## src/rtl/fsched_pkg.sv

```systemverilog
// ----------------------------------------------------------------------------
// fsched_pkg
// Shared types and constants of the first-come-first-served schedule block:
// field widths of the stream words, default sizes and sequencer states.
// ----------------------------------------------------------------------------
package fsched_pkg;

   // default sizes
   localparam int DEFAULT_MAX_JOBS  = 32;
   localparam int DEFAULT_TIME_BITS = 16;

   // request word fields
   localparam int ARRIVAL_W  = 16;
   localparam int BURST_W    = 16;
   localparam int REQ_DATA_W = ARRIVAL_W + BURST_W;

   // response word fields
   localparam int ID_W     = 6;
   localparam int ARR_O_W  = 16;
   localparam int BUR_O_W  = 16;
   localparam int COMPL_W  = 22;
   localparam int TURN_W   = 21;
   localparam int WAIT_W   = 21;
   localparam int TTURN_W  = 26;
   localparam int TWAIT_W  = 26;
   localparam int COUNT_W  = 6;
   localparam int RSP_DATA_W = ID_W + ARR_O_W + BUR_O_W + COMPL_W + TURN_W + WAIT_W
                             + TTURN_W + TWAIT_W + COUNT_W;

   // sequencer states
   typedef enum logic [3:0] {
      ST_IDLE,
      ST_SHIFT_RD,
      ST_SHIFT_CMP,
      ST_PLACE,
      ST_EMIT_RD,
      ST_START,
      ST_COMP,
      ST_WAIT,
      ST_TAT,
      ST_TSUM,
      ST_WSUM,
      ST_SEND
   } sched_state_type;

endpackage

```

## src/rtl/fcfs_schedule_times.sv

```systemverilog
// ----------------------------------------------------------------------------
// fcfs_schedule_times
// First-come-first-served schedule: loads a set of jobs, keeps them sorted
// by arrival (ties in load order) and emits one timing word per job.
// ----------------------------------------------------------------------------
// Usage
// req channel: one word per job, tdata = {burst, arrival}, tlast closes the
// set. Ids 1..n follow load order. Jobs beyond MAX_JOBS are dropped, but
// their tlast still closes the set.
// rsp channel: one word per job in arrival order; tlast marks the final
// word, which also carries the turnaround and waiting totals.
// Operation
// Before the next job word is taken, each already loaded job with a later
// arrival is moved one slot up through the job memory, one read and one
// compare per move. One more read and compare stop the move when fewer
// than all of the held jobs arrive later. A dropped word without tlast is
// accepted and leaves the sequencer idle. Each result then takes one
// memory read and the shared adder for start, completion, waiting,
// turnaround and the two totals, then waits in the send state until
// rsp_tready is seen.
// The block takes no request while results are in flight; a stalled
// receiver holds the result word stable and simply freezes the sequencer.
// Reset returns the sequencer to idle with an empty job set; the job memory
// is not cleared, only entries of the current set are ever read.
// ----------------------------------------------------------------------------
module fcfs_schedule_times #(
   parameter int MAX_JOBS  = fsched_pkg::DEFAULT_MAX_JOBS,
   parameter int TIME_BITS = fsched_pkg::DEFAULT_TIME_BITS
) (
   input  logic                              clock,
   input  logic                              reset,
   // request channel
   input  logic                              req_tvalid,
   output logic                              req_tready,
   input  logic [fsched_pkg::REQ_DATA_W-1:0] req_tdata,  // arrival_time, burst_time
   input  logic                              req_tlast,  // last_item
   // response channel
   output logic                              rsp_tvalid,
   input  logic                              rsp_tready,
   // process_id, arrival_out, burst_out, completion_time, turnaround_time,
   // waiting_time, total_turnaround, total_waiting, job_count
   output logic [fsched_pkg::RSP_DATA_W-1:0] rsp_tdata,
   output logic                              rsp_tlast   // last_result
);

   localparam int IDX_W = $clog2(MAX_JOBS);
   localparam int CNT_W = $clog2(MAX_JOBS + 1);
   localparam int CT_W  = TIME_BITS + CNT_W;
   localparam int SUM_W = CT_W + CNT_W;
   localparam int AW    = SUM_W;
   localparam int XW    = SUM_W + 32;

   fsched_pkg::sched_state_type state_ff, state_in;

   // control registers
   logic [CNT_W-1:0] count_ff;
   logic [IDX_W-1:0] j_ff;
   logic [IDX_W-1:0] k_ff;

   // incoming job
   logic [TIME_BITS-1:0] new_arr_ff;
   logic [TIME_BITS-1:0] new_bur_ff;
   logic [CNT_W-1:0]     new_id_ff;
   logic                 last_ff;

   // job memory
   logic [TIME_BITS-1:0] arr_mem [MAX_JOBS];
   logic [TIME_BITS-1:0] bur_mem [MAX_JOBS];
   logic [CNT_W-1:0]     id_mem  [MAX_JOBS];
   logic [TIME_BITS-1:0] rd_arr_ff;
   logic [TIME_BITS-1:0] rd_bur_ff;
   logic [CNT_W-1:0]     rd_id_ff;

   // schedule registers
   logic [CT_W-1:0]  run_ff;
   logic [CT_W-1:0]  start_ff;
   logic [CT_W-1:0]  wt_ff;
   logic [CT_W-1:0]  tat_ff;
   logic [SUM_W-1:0] tsum_ff;
   logic [SUM_W-1:0] wsum_ff;

   // datapath control
   logic             req_acc;
   logic             full;
   logic             fin;
   logic             mem_we;
   logic             mem_wsel_new;
   logic             rd_en;
   logic [IDX_W-1:0] rd_addr;
   logic [AW-1:0]    alu_x;
   logic [AW-1:0]    alu_y;
   logic             alu_sub;
   logic [AW:0]      alu_full;
   logic [AW-1:0]    alu_res;
   logic             alu_borrow;

   // input field extraction, masked to TIME_BITS
   logic [XW-1:0] in_arr_x;
   logic [XW-1:0] in_bur_x;

   assign in_arr_x = XW'(req_tdata[fsched_pkg::ARRIVAL_W-1:0]);
   assign in_bur_x = XW'(req_tdata[fsched_pkg::REQ_DATA_W-1:fsched_pkg::ARRIVAL_W]);

   assign req_acc = req_tvalid && req_tready;
   assign full    = (count_ff == CNT_W'(MAX_JOBS));
   assign fin     = ((CNT_W'(k_ff) + CNT_W'(1)) == count_ff);

   // shared adder / subtractor
   assign alu_full   = {1'b0, alu_x} + {1'b0, alu_y ^ {AW{alu_sub}}} + (AW + 1)'(alu_sub);
   assign alu_res    = alu_full[AW-1:0];
   assign alu_borrow = alu_sub & ~alu_full[AW];

   // next state
   always_comb begin
      state_in = state_ff;
      case (state_ff)
         fsched_pkg::ST_IDLE: begin
            if (req_acc) begin
               if (!full) begin
                  state_in = (count_ff == '0) ? fsched_pkg::ST_PLACE : fsched_pkg::ST_SHIFT_RD;
               end else if (req_tlast) begin
                  state_in = fsched_pkg::ST_EMIT_RD;
               end
            end
         end
         fsched_pkg::ST_SHIFT_RD:  state_in = fsched_pkg::ST_SHIFT_CMP;
         fsched_pkg::ST_SHIFT_CMP: begin
            if (alu_borrow && (j_ff != IDX_W'(1))) begin
               state_in = fsched_pkg::ST_SHIFT_RD;
            end else begin
               state_in = fsched_pkg::ST_PLACE;
            end
         end
         fsched_pkg::ST_PLACE: begin
            state_in = last_ff ? fsched_pkg::ST_EMIT_RD : fsched_pkg::ST_IDLE;
         end
         fsched_pkg::ST_EMIT_RD: state_in = fsched_pkg::ST_START;
         fsched_pkg::ST_START:   state_in = fsched_pkg::ST_COMP;
         fsched_pkg::ST_COMP:    state_in = fsched_pkg::ST_WAIT;
         fsched_pkg::ST_WAIT:    state_in = fsched_pkg::ST_TAT;
         fsched_pkg::ST_TAT:     state_in = fsched_pkg::ST_TSUM;
         fsched_pkg::ST_TSUM:    state_in = fsched_pkg::ST_WSUM;
         fsched_pkg::ST_WSUM:    state_in = fsched_pkg::ST_SEND;
         fsched_pkg::ST_SEND: begin
            if (rsp_tready) begin
               state_in = fin ? fsched_pkg::ST_IDLE : fsched_pkg::ST_EMIT_RD;
            end
         end
         default: state_in = fsched_pkg::ST_IDLE;
      endcase
   end

   // sequencer outputs: handshakes, memory port and adder operands
   always_comb begin
      req_tready   = 1'b0;
      rsp_tvalid   = 1'b0;
      mem_we       = 1'b0;
      mem_wsel_new = 1'b0;
      rd_en        = 1'b0;
      rd_addr      = k_ff;
      alu_x        = '0;
      alu_y        = '0;
      alu_sub      = 1'b0;
      case (state_ff)
         fsched_pkg::ST_IDLE: req_tready = 1'b1;
         fsched_pkg::ST_SHIFT_RD: begin
            rd_en   = 1'b1;
            rd_addr = j_ff - IDX_W'(1);
         end
         fsched_pkg::ST_SHIFT_CMP: begin
            // new arrival below the stored one: move stored job up a slot
            alu_x   = AW'(new_arr_ff);
            alu_y   = AW'(rd_arr_ff);
            alu_sub = 1'b1;
            mem_we  = alu_borrow;
         end
         fsched_pkg::ST_PLACE: begin
            mem_we       = 1'b1;
            mem_wsel_new = 1'b1;
         end
         fsched_pkg::ST_EMIT_RD: begin
            rd_en   = 1'b1;
            rd_addr = k_ff;
         end
         fsched_pkg::ST_START: begin
            alu_x   = AW'(run_ff);
            alu_y   = AW'(rd_arr_ff);
            alu_sub = 1'b1;
         end
         fsched_pkg::ST_COMP: begin
            alu_x = AW'(start_ff);
            alu_y = AW'(rd_bur_ff);
         end
         fsched_pkg::ST_WAIT: begin
            alu_x   = AW'(start_ff);
            alu_y   = AW'(rd_arr_ff);
            alu_sub = 1'b1;
         end
         fsched_pkg::ST_TAT: begin
            alu_x = AW'(wt_ff);
            alu_y = AW'(rd_bur_ff);
         end
         fsched_pkg::ST_TSUM: begin
            alu_x = tsum_ff;
            alu_y = AW'(tat_ff);
         end
         fsched_pkg::ST_WSUM: begin
            alu_x = wsum_ff;
            alu_y = AW'(wt_ff);
         end
         fsched_pkg::ST_SEND: rsp_tvalid = 1'b1;
         default: begin
         end
      endcase
   end

   // control state
   always_ff @(posedge clock) begin
      if (reset) begin
         state_ff <= fsched_pkg::ST_IDLE;
         count_ff <= '0;
      end else begin
         state_ff <= state_in;
         if (state_ff == fsched_pkg::ST_IDLE && req_acc && !full) begin
            count_ff <= count_ff + CNT_W'(1);
         end else if (state_ff == fsched_pkg::ST_SEND && rsp_tready && fin) begin
            count_ff <= '0;
         end
      end
   end

   // job capture, slot and result index
   always_ff @(posedge clock) begin
      case (state_ff)
         fsched_pkg::ST_IDLE: begin
            if (req_acc) begin
               new_arr_ff <= in_arr_x[TIME_BITS-1:0];
               new_bur_ff <= in_bur_x[TIME_BITS-1:0];
               new_id_ff  <= count_ff + CNT_W'(1);
               last_ff    <= req_tlast;
               j_ff       <= count_ff[IDX_W-1:0];
               k_ff       <= '0;
               run_ff     <= '0;
               tsum_ff    <= '0;
               wsum_ff    <= '0;
            end
         end
         fsched_pkg::ST_SHIFT_CMP: begin
            if (alu_borrow) begin
               j_ff <= j_ff - IDX_W'(1);
            end
         end
         fsched_pkg::ST_START: start_ff <= alu_borrow ? CT_W'(rd_arr_ff) : run_ff;
         fsched_pkg::ST_COMP:  run_ff   <= alu_res[CT_W-1:0];
         fsched_pkg::ST_WAIT:  wt_ff    <= alu_res[CT_W-1:0];
         fsched_pkg::ST_TAT:   tat_ff   <= alu_res[CT_W-1:0];
         fsched_pkg::ST_TSUM:  tsum_ff  <= alu_res[SUM_W-1:0];
         fsched_pkg::ST_WSUM:  wsum_ff  <= alu_res[SUM_W-1:0];
         fsched_pkg::ST_SEND: begin
            if (rsp_tready) begin
               k_ff <= k_ff + IDX_W'(1);
            end
         end
         default: begin
         end
      endcase
   end

   // job memory: one write and one registered read port
   always_ff @(posedge clock) begin
      if (mem_we) begin
         arr_mem[j_ff] <= mem_wsel_new ? new_arr_ff : rd_arr_ff;
         bur_mem[j_ff] <= mem_wsel_new ? new_bur_ff : rd_bur_ff;
         id_mem[j_ff]  <= mem_wsel_new ? new_id_ff  : rd_id_ff;
      end
      if (rd_en) begin
         rd_arr_ff <= arr_mem[rd_addr];
         rd_bur_ff <= bur_mem[rd_addr];
         rd_id_ff  <= id_mem[rd_addr];
      end
   end

   // response word, fields cut or padded to their port widths
   logic [XW-1:0] id_x, arr_x, bur_x, ct_x, tat_x, wt_x, ts_x, ws_x, cnt_x;

   assign id_x  = XW'(rd_id_ff);
   assign arr_x = XW'(rd_arr_ff);
   assign bur_x = XW'(rd_bur_ff);
   assign ct_x  = XW'(run_ff);
   assign tat_x = XW'(tat_ff);
   assign wt_x  = XW'(wt_ff);
   assign ts_x  = fin ? XW'(tsum_ff) : '0;
   assign ws_x  = fin ? XW'(wsum_ff) : '0;
   assign cnt_x = XW'(count_ff);

   assign rsp_tdata = {cnt_x[fsched_pkg::COUNT_W-1:0],
                       ws_x[fsched_pkg::TWAIT_W-1:0],
                       ts_x[fsched_pkg::TTURN_W-1:0],
                       wt_x[fsched_pkg::WAIT_W-1:0],
                       tat_x[fsched_pkg::TURN_W-1:0],
                       ct_x[fsched_pkg::COMPL_W-1:0],
                       bur_x[fsched_pkg::BUR_O_W-1:0],
                       arr_x[fsched_pkg::ARR_O_W-1:0],
                       id_x[fsched_pkg::ID_W-1:0]};
   assign rsp_tlast = fin;

`ifndef SYNTHESIS
   // job count never passes the memory depth
   a_count_range: assert property (@(posedge clock) disable iff (reset)
      count_ff <= CNT_W'(MAX_JOBS))
      else $error("job count above memory depth");

   // loading and emitting never overlap
   a_no_overlap: assert property (@(posedge clock) disable iff (reset)
      !(req_tready && rsp_tvalid))
      else $error("request and response active together");

   // a shift always has a lower slot to read
   a_shift_slot: assert property (@(posedge clock) disable iff (reset)
      (state_ff == fsched_pkg::ST_SHIFT_RD) |-> (j_ff != '0))
      else $error("shift from slot zero");

   // the final word empties the job set
   a_set_closed: assert property (@(posedge clock) disable iff (reset)
      (rsp_tvalid && rsp_tready && rsp_tlast) |=> (count_ff == '0))
      else $error("job set not cleared after final word");

   // completion never precedes the start of service
   a_compl_order: assert property (@(posedge clock) disable iff (reset)
      (state_ff == fsched_pkg::ST_SEND) |-> (run_ff >= start_ff))
      else $error("completion before start");
`endif

endmodule

```

## config.mk

```make
export PLATFORM = sky130hd
export DESIGN_NAME = fcfs_schedule_times
export DESIGN_NICKNAME = d
export VERILOG_FILES = /design/src/rtl/fsched_pkg.sv /design/src/rtl/fcfs_schedule_times.sv
export SDC_FILE = /design/constraint.sdc
export NUM_CORES = 2
export LEC_CHECK = 0
export ABC_CLOCK_PERIOD_IN_PS = 10900
export BUFFER_PORTS_ARGS = -buffer_cell sky130_fd_sc_hd__clkbuf_2
export CORE_ASPECT_RATIO = 0.8
export CORE_MARGIN = 10
export CORE_UTILIZATION = 55
export DETAILED_ROUTE_END_ITERATION = 10
export PLACE_DENSITY = 0.81
export RECOVER_POWER = 50
export SETUP_SLACK_MARGIN = 0.3
export SLEW_MARGIN = 0
export SYNTH_ARGS = -nofsm -noshare
export SYNTH_HDL_FRONTEND = slang
export SYNTH_SLANG_ARGS = --single-unit
```

## constraint.sdc

```tcl
create_clock -name clock -period 10.9 [get_ports clock]
set_input_delay 0 -clock clock [delete_from_list [all_inputs] [get_ports clock]]
set_output_delay 0 -clock clock [all_outputs]
set_load 0.1 [all_outputs]
```

==> out/results.txt <==
status -> finished, violations left
failing checks -> max-capacitance violations, max-slew violations
PwrDens -> 287.1 nW/um^2
Starting Density -> 55.47%
f_max -> 0.1120 GHz
Post-Syn Nets -> 3129
Clk pin slew, worst setup/hold paths -> 60 ps
Seq/Total Area, Yosys -> 73.84%
Reg-to-Reg Start -> state_ff[3]
Layout area overhead -> 12.37%
R2R setup slack -> 1970 ps
I/O pin count -> 200
# rows -> 107
leakage power -> 21.30 nW
crit end category -> flip-flop
CTS Root Cell -> clkbuf_16
chip height -> 313.2 um
PortBufs -> 199
initial antenna violation count -> 2
share of cells above drive strength 1 -> 24.97%
Overall Power -> 19.07 mW
core area -> 106600 um^2
worst skew pair latency -> 770 ps
Clock Power Share -> 23.9%
Gate power share -> 34.8%
Avg Cell Area, Syn -> 19.34 um^2
Worst setup SP type -> flip-flop
Max-Cap Viols -> 12
Syn Std Cell Area -> 59120 um^2
DRT iter0 DRCs -> 4971
Die Span X -> 386.6 um
skew final -> 38.19 ps
Hold WC Path Type -> in2reg
final worst slack -> 1971 ps
Internal -> 11.99 mW
Util after Layout -> 62.34%
period utilisation layout -> 81.92%
Worst slew margin -> -131.4%
WP data required -> 11280 ps
GR Overflow Total -> 0
maximum vdd drop -> 0.2795 mV
CTS tree -> done
DP Wirelength -> 95280 um
CP max FO -> 44
total CTS buffers -> 134
DRT Pass-1 Iters -> 9
RR Endpoint -> arr_mem[24][11]
ANT nets after route -> 0
Switching Share -> 37.14%
Post-synth EDFFs -> 1447
clk buf depth -> 3
Final setup viols -> 0
ys async rst share -> 0%
Yosys reg bits -> 1457
data arrival time of the worst path -> 9310 ps
vias after detailed routing -> 32.30k
Post-Syn Instances -> 3056
Tmin final -> 8929 ps
Hold Vio Cnt, Final -> 0
largest net degree at the start of global routing -> 116
Placer Congestion -> 0.9533
Setup Fix Bufs, Post-CTS -> 0
Hold Path Depth -> 2
post-CTS sizing -> 0
Slew Limit Fails -> 426
antenna diode count -> 0
nets@finish -> 3392
Worst Hold Margin -> 91.03 ps
CTS Sinks -> 1457
Slew @ Worst Pin -> 3471 ps
Detailed Route WL -> 157600 um
die area -> 121100 um^2
Hold EP -> new_bur_ff[3]
fillers -> 7043
setup TNS -> 0 ps
min-delay src -> req_tdata[19]
share of power burned in registers -> 41.2%
Vias/cell -> 6.666
DRC viols -> 0
count of cell types in the netlist -> 64
unrepaired setup endpoints after global routing -> no
Main synth FF type -> edfxtp_1
first-pass GRT wire length -> 228200 um
Crit Path Category -> reg2reg
Global Route Usage Sum -> 25.60%
R2R depth -> 16
pre-CTS setup slack -> 3835 ps
wire per inst -> 32.53 um
H-Tree Depth -> 4
YS warnings -> 0
Post-CTS Hold Buffers -> 69
number of global-route vias before repair -> 32.06k
switching pwr -> 7.084 mW
-- registers in the layout, summed over array words and instances (netlist names), 6 cells and up --
| register | flops |
|---|---|
| arr_mem | 512 |
| bur_mem | 512 |
| wt_ff | 22 |
| tsum_ff | 28 |
| tat_ff | 22 |
| count_ff | 6 |
| rd_bur_ff | 16 |
| rd_arr_ff | 16 |
| run_ff | 22 |
| wsum_ff | 28 |
| new_id_ff | 6 |
| new_bur_ff | 16 |
| id_mem | 192 |
| start_ff | 22 |
| rd_id_ff | 6 |
| new_arr_ff | 16 |
-- layout by cell type, fill, tap and decap left out, types with 7 or more instances in the layout --
cell and count:
a211oi_1 9, a21o_1 26, nor3_1 21, clkbuf_1 157, nand2_1 91, a22o_1 7, and2_1 58, clkbuf_16 141
o21bai_1 11, clkinv_2 20, ha_1 35, nor2_1 152, nor2_4 25, mux2_1 37, o22ai_1 77, nor2b_1 9
xor2_1 16, a21oi_1 44, dlygate4sd3_1 69, a221o_1 8, clkinv_1 25, dfxtp_1 10, o21ai_0 13, inv_1 38
xnor2_1 21, a31oi_1 7, edfxtp_1 1447, a22oi_1 70, nor3b_2 9, o211ai_1 17, nand3_1 23, buf_4 60
mux4_2 304, mux2_2 170, nand3b_1 8, clkbuf_2 87
-- critical path, cell delays in order (launching register included) --
cell and delay [ps]:
dfxtp_1 870, nor4b_1 370, clkbuf_1 1930, or2_1 760, a211o_1 280, a21oi_1 160
fa_1 530, a21o_1 170, a21oi_1 240, o21bai_1 180, a221o_1 400, a31oi_1 510
nand4bb_1 390, a31oi_4 130, buf_4 520, nor2_4 550, buf_4 510
-- cells in the mapped netlist (10+ instances only) --
cell,n,share of area (%)
nor3_1,24,0.20
dfxtp_1,10,0.34
o22ai_1,77,0.81
xnor2_1,21,0.31
xor2_1,16,0.24
o211ai_1,17,0.22
nand3_1,23,0.19
ha_1,35,0.74
clkbuf_1,104,0.66
nor2_1,177,1.1
nand2_1,95,0.60
o21bai_1,11,0.14
a21o_1,26,0.33
mux2_2,207,3.9
buf_1,20,0.13
a21oi_1,44,0.37
nor3b_1,12,0.15
buf_2,43,0.36
inv_1,38,0.24
and2_1,59,0.62
edfxtp_1,1447,73
o21ai_0,13,0.11
buf_4,43,0.55
mux4_2,304,12
a22oi_1,70,0.89
-- per-stage QoR --
stage,instance area [um^2],cells
after CTS,66640,4845
after global placement,61770,4531
after global routing,66430,4845
after floorplan,59120,3056
after detailed placement,61770,4531
final,66430,4845
-- logic make-up after synthesis --
group	share of synthesized area, %
flip-flops	73.84
multiplexers	15.56
AND/OR/NAND/NOR	3.534
AO/OA/AOI/OAI	3.807
buffers and inverters	1.939
XOR/XNOR	0.5482
adder cells (fa/ha/maj)	0.7746
-- per-layer routing --
metal  vias up  routed length (um)  track usage [%]
met5         -                  11                0
met4         2                6674            9.988
met3       400               19020            6.757
met2      2375               74510            40.00
met1     16581               57370            34.57
li1      12938                   -                -
-- power groups by stage --
stage / clock (mW) / combinational [mW] / sequential, mW
after global placement: 0 / 6.40 / 7.91
after floorplan: 0 / 3.92 / 8.25
after global routing: 4.80 / 6.92 / 7.88
after detailed placement: 0 / 6.54 / 7.92
final: 4.56 / 6.65 / 7.87
after CTS: 4.57 / 6.64 / 7.81
-- worst max-delay path by stage --
stage | to | slack [ps] | startpoint | cells past startpoint
finish | arr_mem[24][11] | 1970 | state_ff[3] | 16
global route | arr_mem[23][9] | 1790 | state_ff[3] | 16
CTS | bur_mem[24][10] | 3800 | state_ff[2] | 16
detailed placement | arr_mem[24][14] | 3840 | state_ff[2] | 16
global placement | arr_mem[24][4] | 4020 | state_ff[3] | 16
floorplan | arr_mem[10][0] | 3450 | state_ff[2] | 16
-- layout make-up --
class	instances	area, um^2	share of cell area (%)
Inverter	38	142.6	0.2147
Sequential cell	1457	43650	65.71
Timing Repair Buffer	337	2063	3.106
Tap cell	1417	1773	2.669
Multi-Input combinational cell	1351	14620	22.01
Clock buffer	179	3671	5.526
Clock inverter	66	508.0	0.7647
Power figures use the tool's default switching activity.
